$ cat src/rtl/pfsa_pkg.sv
// ----------------------------------------------------------------------------
// Page frame stack allocator package
// Shared types, codes and widths of the allocator's controller and datapath.
// ----------------------------------------------------------------------------
package pfsa_pkg;

    localparam int PAGE_TOTAL_DEF = 1024;
    localparam int PAGE_BYTES_DEF = 4096;

    localparam int OP_W        = 2;
    localparam int CNT_W       = 11;
    localparam int ADDR_W      = 32;
    localparam int ST_W        = 2;
    localparam int IN_TDATA_W  = 48;
    localparam int OUT_TDATA_W = 40;
    localparam int OUT_PAD_W   = OUT_TDATA_W - ADDR_W - ST_W;

    typedef enum logic [OP_W-1:0] {
        OP_INIT  = 2'd0,
        OP_ALLOC = 2'd1,
        OP_FREE  = 2'd2,
        OP_NOP   = 2'd3
    } op_t;

    typedef enum logic [ST_W-1:0] {
        ST_OK    = 2'd0,
        ST_OOM   = 2'd1,
        ST_ZERO  = 2'd2,
        ST_EMPTY = 2'd3
    } status_t;

    typedef enum logic [2:0] {
        S_IDLE,
        S_DECODE,
        S_FILL,
        S_SCAN_RD,
        S_SCAN_CHK,
        S_CLEAR,
        S_FINISH
    } state_t;

    // Commands from the controller to the datapath.
    typedef struct packed {
        logic    load;
        logic    idx_clr;
        logic    idx_inc;
        logic    fill_init;
        logic    fill_step;
        logic    rd_issue;
        logic    capture;
        logic    clear_step;
        logic    top_zero;
        logic    top_add;
        logic    free_do;
        logic    st_set;
        status_t st_code;
        logic    out_load;
    } cmd_t;

    // Status from the datapath to the controller.
    typedef struct packed {
        op_t  op;
        logic oom;
        logic top_empty;
        logic fill_last;
        logic rd_zero;
        logic scan_last;
        logic clear_last;
        logic n_zero;
        logic out_free;
    } sts_t;

endpackage

$ cat src/rtl/pfsa_ctrl.sv
// ----------------------------------------------------------------------------
// Allocator controller
// Sequences init fill, alloc scan and clear, free, and result hand-off.
// ----------------------------------------------------------------------------
module pfsa_ctrl (
    input  logic           clk,
    input  logic           rst_n,
    input  logic           s_tvalid,
    output logic           s_tready,
    input  pfsa_pkg::sts_t sts,
    output pfsa_pkg::cmd_t cmd
);
    import pfsa_pkg::*;

    state_t state_reg;
    state_t state_next;

    always_ff @(posedge clk or negedge rst_n)
    begin
        if (!rst_n)
        begin
            state_reg <= S_IDLE;
        end
        else
        begin
            state_reg <= state_next;
        end
    end

    always_comb
    begin
        state_next = state_reg;
        case (state_reg)
            S_IDLE:
            begin
                if (s_tvalid)
                begin
                    state_next = S_DECODE;
                end
            end
            S_DECODE:
            begin
                case (sts.op)
                    OP_INIT:  state_next = S_FILL;
                    OP_ALLOC: state_next = sts.oom ? S_FINISH : S_SCAN_RD;
                    default:  state_next = S_FINISH;
                endcase
            end
            S_FILL:
            begin
                if (sts.fill_last)
                begin
                    state_next = S_FINISH;
                end
            end
            S_SCAN_RD:
            begin
                state_next = S_SCAN_CHK;
            end
            S_SCAN_CHK:
            begin
                if (sts.rd_zero || (sts.scan_last && sts.n_zero))
                begin
                    state_next = S_FINISH;
                end
                else if (sts.scan_last)
                begin
                    state_next = S_CLEAR;
                end
                else
                begin
                    state_next = S_SCAN_RD;
                end
            end
            S_CLEAR:
            begin
                if (sts.clear_last)
                begin
                    state_next = S_FINISH;
                end
            end
            S_FINISH:
            begin
                if (sts.out_free)
                begin
                    state_next = S_IDLE;
                end
            end
            default:
            begin
                state_next = S_IDLE;
            end
        endcase
    end

    always_comb
    begin
        cmd      = '0;
        s_tready = 1'b0;
        case (state_reg)
            S_IDLE:
            begin
                s_tready = 1'b1;
                cmd.load = s_tvalid;
            end
            S_DECODE:
            begin
                case (sts.op)
                    OP_INIT:
                    begin
                        cmd.idx_clr   = 1'b1;
                        cmd.fill_init = 1'b1;
                    end
                    OP_ALLOC:
                    begin
                        cmd.idx_clr = 1'b1;
                        if (sts.oom)
                        begin
                            cmd.st_set  = 1'b1;
                            cmd.st_code = ST_OOM;
                        end
                    end
                    OP_FREE:
                    begin
                        if (sts.top_empty)
                        begin
                            cmd.st_set  = 1'b1;
                            cmd.st_code = ST_EMPTY;
                        end
                        else
                        begin
                            cmd.free_do = 1'b1;
                        end
                    end
                    default:
                    begin
                    end
                endcase
            end
            S_FILL:
            begin
                cmd.fill_step = 1'b1;
                cmd.idx_inc   = 1'b1;
                cmd.top_zero  = sts.fill_last;
            end
            S_SCAN_RD:
            begin
                cmd.rd_issue = 1'b1;
            end
            S_SCAN_CHK:
            begin
                cmd.capture = 1'b1;
                if (sts.rd_zero)
                begin
                    cmd.st_set  = 1'b1;
                    cmd.st_code = ST_ZERO;
                end
                else if (sts.scan_last)
                begin
                    cmd.idx_clr = 1'b1;
                end
                else
                begin
                    cmd.idx_inc = 1'b1;
                end
            end
            S_CLEAR:
            begin
                cmd.clear_step = 1'b1;
                cmd.idx_inc    = 1'b1;
                cmd.top_add    = sts.clear_last;
            end
            S_FINISH:
            begin
                cmd.out_load = sts.out_free;
            end
            default:
            begin
            end
        endcase
    end

endmodule

$ cat config.mk
export PLATFORM = sky130hd
export DESIGN_NAME = pfsa_ctrl
export DESIGN_NICKNAME = d
export VERILOG_FILES = /design/src/rtl/pfsa_pkg.sv /design/src/rtl/pfsa_ctrl.sv
export SDC_FILE = /design/constraint.sdc
export NUM_CORES = 1
export LEC_CHECK = 0
export BUFFER_PORTS_ARGS = -buffer_cell sky130_fd_sc_hd__buf_2
export CAP_MARGIN = 20
export CORE_AREA = 5 5 42 44
export DETAILED_ROUTE_END_ITERATION = 7
export DIE_AREA = 0 0 47 49
export GPL_TIMING_DRIVEN = 0
export PLACE_DENSITY_LB_ADDON = 0.05
export SYNTH_ARGS = -nofsm -noshare
export SYNTH_HDL_FRONTEND = slang
export SYNTH_SLANG_ARGS = --single-unit
$ cat constraint.sdc
create_clock -name clk -period 1.2 [get_ports clk]
set_clock_uncertainty 0.1 [all_clocks]
set_input_delay 0.12 -clock clk [delete_from_list [all_inputs] [get_ports clk]]
set_output_delay 0.12 -clock clk [all_outputs]
set_load 0.02 [all_outputs]
==> metrics.md <==
| Metric | Value |
|---|---|
| Number of max-cap violations | `0` |
| Area enclosed by the die boundary | `0.00230 sq mm` |
| Share of the yosys chip area belonging to registers | `15.9%` |
| Worst setup path class | `flip-flop to output pin` |
| Data arrival, critical path | `1.46 ns` |
| CTS clk-pin slew, worst paths | `0.05 ns` |
| Cell with the largest stage delay on the worst path | `sky130_fd_sc_hd__dfrtp_2` |
| Buffers plus inverters on the worst setup path | `1` |
| Final non-filler cell total | `124` |
| Most frequent cells after synthesis | `sky130_fd_sc_hd__a21oi_1, sky130_fd_sc_hd__o21ai_0` |
| Number of flip-flops under the largest register name | `3` |
| TritonCTS clock tree | `done` |
| Synthesized flop and latch total | `3` |
| I/O pin cnt | `29` |
| Net count of the mapped netlist | `78` |
| ANT nets after route | `0` |
| Final count of negative-setup-slack endpoints | `19` |
| Initial detailed-routing violation count | `9` |
| Category of cells accounting for the largest share of critical-path delay | `simple AND/OR/NAND/NOR gates` |
| Unrepaired setup endpoints after global routing | `true` |
| Insertion delay of the later-clocked pin in the worst-skew pair | `0.25 ns` |
| Share of Yosys cell area claimed by the top area cell type | `15.9%` |
| Overall overflow remaining after global route | `0` |
| Cell taking the most area after synthesis | `sky130_fd_sc_hd__dfrtp_1` |
| Synthesized instance count | `62` |
| Total power | `2.69 mW` |
| Worst-path cell chain | `nand2b_1, nor4b_4, buf_2` |
| Timing-limited maximum frequency | `0.595 GHz` |
| Instance area after placement | `747 sq um` |
| Hold violation total from the final report | `0` |
| Number of antenna violations at the first check in global routing | `0` |
| Async set-reset flop share out of synthesis | `100%` |
| Largest incremental delay on the critical path | `0.44 ns` |
| Via count | `656` |
| Global placement routability congestion | `0.791` |
| Kind of end point of the critical path | `output pin` |
| Inst Count DP | `106` |
| Number of inserted diodes | `0` |
| Yosys synthesis warning count | `0` |
| Cell area power density | `2480 mW/mm^2` |
| Least setup slack across all paths after layout | `-0.480 ns` |
| IR Drop Worst-Case VDD | `1530 uV` |
| GRT Overall Usage | `16.7%` |
| Dpl hpwl | `1140 microns` |
| # nets final | `125` |
| I/O Buffers | `28` |
| Count of unresolved DRC violations after routing | `0` |
| Worst slew margin relative to its limit | `75.6%` |
| Synthesized area divided by synthesized cell count | `7.61 sq um` |
| Slew at the pin closest to its max-slew limit | `0.362 ns` |
| Clk root buf | `sky130_fd_sc_hd__clkbuf_4` |
| Synth Cell Area | `472 sq um` |
| First-pass GRT wire length | `2820 microns` |
| Violated checks | `setup timing` |
| Horizontal die dimension | `47 microns` |
| Number of unique standard cell types used by synthesis | `30` |
| Cell Rows | `14` |
| Post-route fraction of the period consumed by the critical path | `140%` |
| Area of all placed cells without fillers | `0.00108 sq mm` |
| Static Leak | `0.493 nW` |
| Top area cells in the synthesized netlist | `sky130_fd_sc_hd__dfrtp_1, sky130_fd_sc_hd__ha_1, sky130_fd_sc_hd__a21oi_1` |
| Initial DRT Pass Iterations | `4` |
| Share of final-layout standard cells stronger than drive strength 1 | `70.4%` |
| Via density | `5.29` |
| Final routed wirelength across all metal layers | `1870 microns` |
| Category of the worst setup path launch point | `flip-flop` |
| Hold/Removal Path Class | `input port to async pin` |
| Outcome | `complete, but fails checks` |
| Sink count of the clock tree | `3` |
| Maximum fanout encountered on the critical timing path | `5` |
| Number of max-slew violations in the final report | `0` |
| Max H-tree Level | `1` |
| Core Area | `0.00140 sq mm` |
| Final critical-path required period | `1.68 ns` |
| Worst-case clock buffer depth | `2` |
| Number of synthesized flops with an enable pin | `0` |
| Area Growth Syn to Fin | `129%` |
| Die Y-Extent | `49 microns` |
| Average wire per standard cell | `15.0 microns` |
| Initial standard-cell utilization of the core | `33.7%` |
| Vias in the first global route | `649` |
| Most instantiated flip-flop cell in the synthesis netlist | `sky130_fd_sc_hd__dfrtp_1` |
| Num CTS Buffers | `3` |
| Pin count of the biggest net entering global routing | `11` |
| Critical path required time | `0.98 ns` |
[area by class of cell]
class | instances | area (sq um)
plain buffers | 4 | 53.8
clock buffers | 4 | 26.3
fillers | 106 | 320
inverters | 4 | 15.0
multi-input cells | 50 | 522
flip-flops and latches | 3 | 77.6
well taps | 16 | 20.0
repair buffers | 43 | 367
[per-layer routing]
| metal | GRT usage (%) | vias up | part of all wire, % |
|---|---|---|---|
| met2 | 26.9 | 23 | 51 |
| li1 | - | 321 | - |
| met4 | 8.29 | 0 | 1.8 |
| met5 | 0 | - | 0 |
| met1 | 19.7 | 310 | 40 |
| met3 | 4.06 | 2 | 7.1 |
[through the flow]
step                      hold slack (ns)  setup TNS, ns  util [%]  setup WS [ns]
final                              0.0991          -6.00      77.1         -0.480
after CTS                           0.106          -5.84      69.7         -0.493
after floorplan                    -0.276          -1.43         -         -0.246
after detailed placement           -0.181          -2.58      53.3         -0.352
after global routing                0.107          -6.99      77.1         -0.523
after global placement             -0.185          -2.53      53.3         -0.345
[worst paths after layout]
path / from / endpoint / slack [ns] / depth (start not counted)
min reg2reg: state_reg[1] / state_reg[0] / 0.66 / 3
max reg2reg: state_reg[2] / state_reg[0] / -0.24 / 5
min in group clk: sts[0] / state_reg[1] / 0.12 / 3
max: state_reg[2] / cmd[4] / -0.48 / 3
min: rst_n / state_reg[1] / 0.1 / 2
max in group asynchronous: rst_n / state_reg[0] / 0.77 / 2
[cells in the final DEF, fill, tap and decap left out, types with 2 or more instances in the layout]
cell,n
sky130_fd_sc_hd__buf_6,22
sky130_fd_sc_hd__o21ai_0,2
sky130_fd_sc_hd__a21oi_4,2
sky130_fd_sc_hd__dfrtp_2,2
sky130_fd_sc_hd__clkbuf_4,3
sky130_fd_sc_hd__o21ai_2,2
sky130_fd_sc_hd__and2_4,3
sky130_fd_sc_hd__buf_4,7
sky130_fd_sc_hd__nand2b_1,3
sky130_fd_sc_hd__nor3_4,2
sky130_fd_sc_hd__o311a_1,2
sky130_fd_sc_hd__nor3b_4,3
sky130_fd_sc_hd__ha_1,3
sky130_fd_sc_hd__inv_1,4
sky130_fd_sc_hd__nand3b_1,2
sky130_fd_sc_hd__nor2b_4,2
sky130_fd_sc_hd__buf_2,15
sky130_fd_sc_hd__a21oi_2,2
[cells by family (layout without fill, tap and decap cells)]
family | Yosys count | in the layout | synth area share [%]
simple gates | 28 | 28 | 39.3
compound gates | 19 | 19 | 27.1
buf+inv | 9 | 55 | 9.81
fa+ha+maj | 3 | 3 | 7.96
flops | 3 | 3 | 15.9
[where the power goes]
| part | internal [mW] | switching [mW] | leakage [nW] |
|---|---|---|---|
| logic | 1.23 | 1.02 | 0.444 |
| registers | 0.159 | 0.0773 | 0.0334 |
| clock network | 0.126 | 0.0708 | 0.0150 |
| total | 1.52 | 1.17 | 0.493 |
[repair_timing]
item | 4_1_cts | 5_1_grt
endpoints found under the setup margin | 19 | 19
resized for setup | 37 | 25
setup buffers | 9 | 6
endpoints found under the hold margin | 3 | 0
hold buffers | 1 | 0
pin swaps | 10 | 11
No activity file was read; power rests on OpenSTA's default activity.
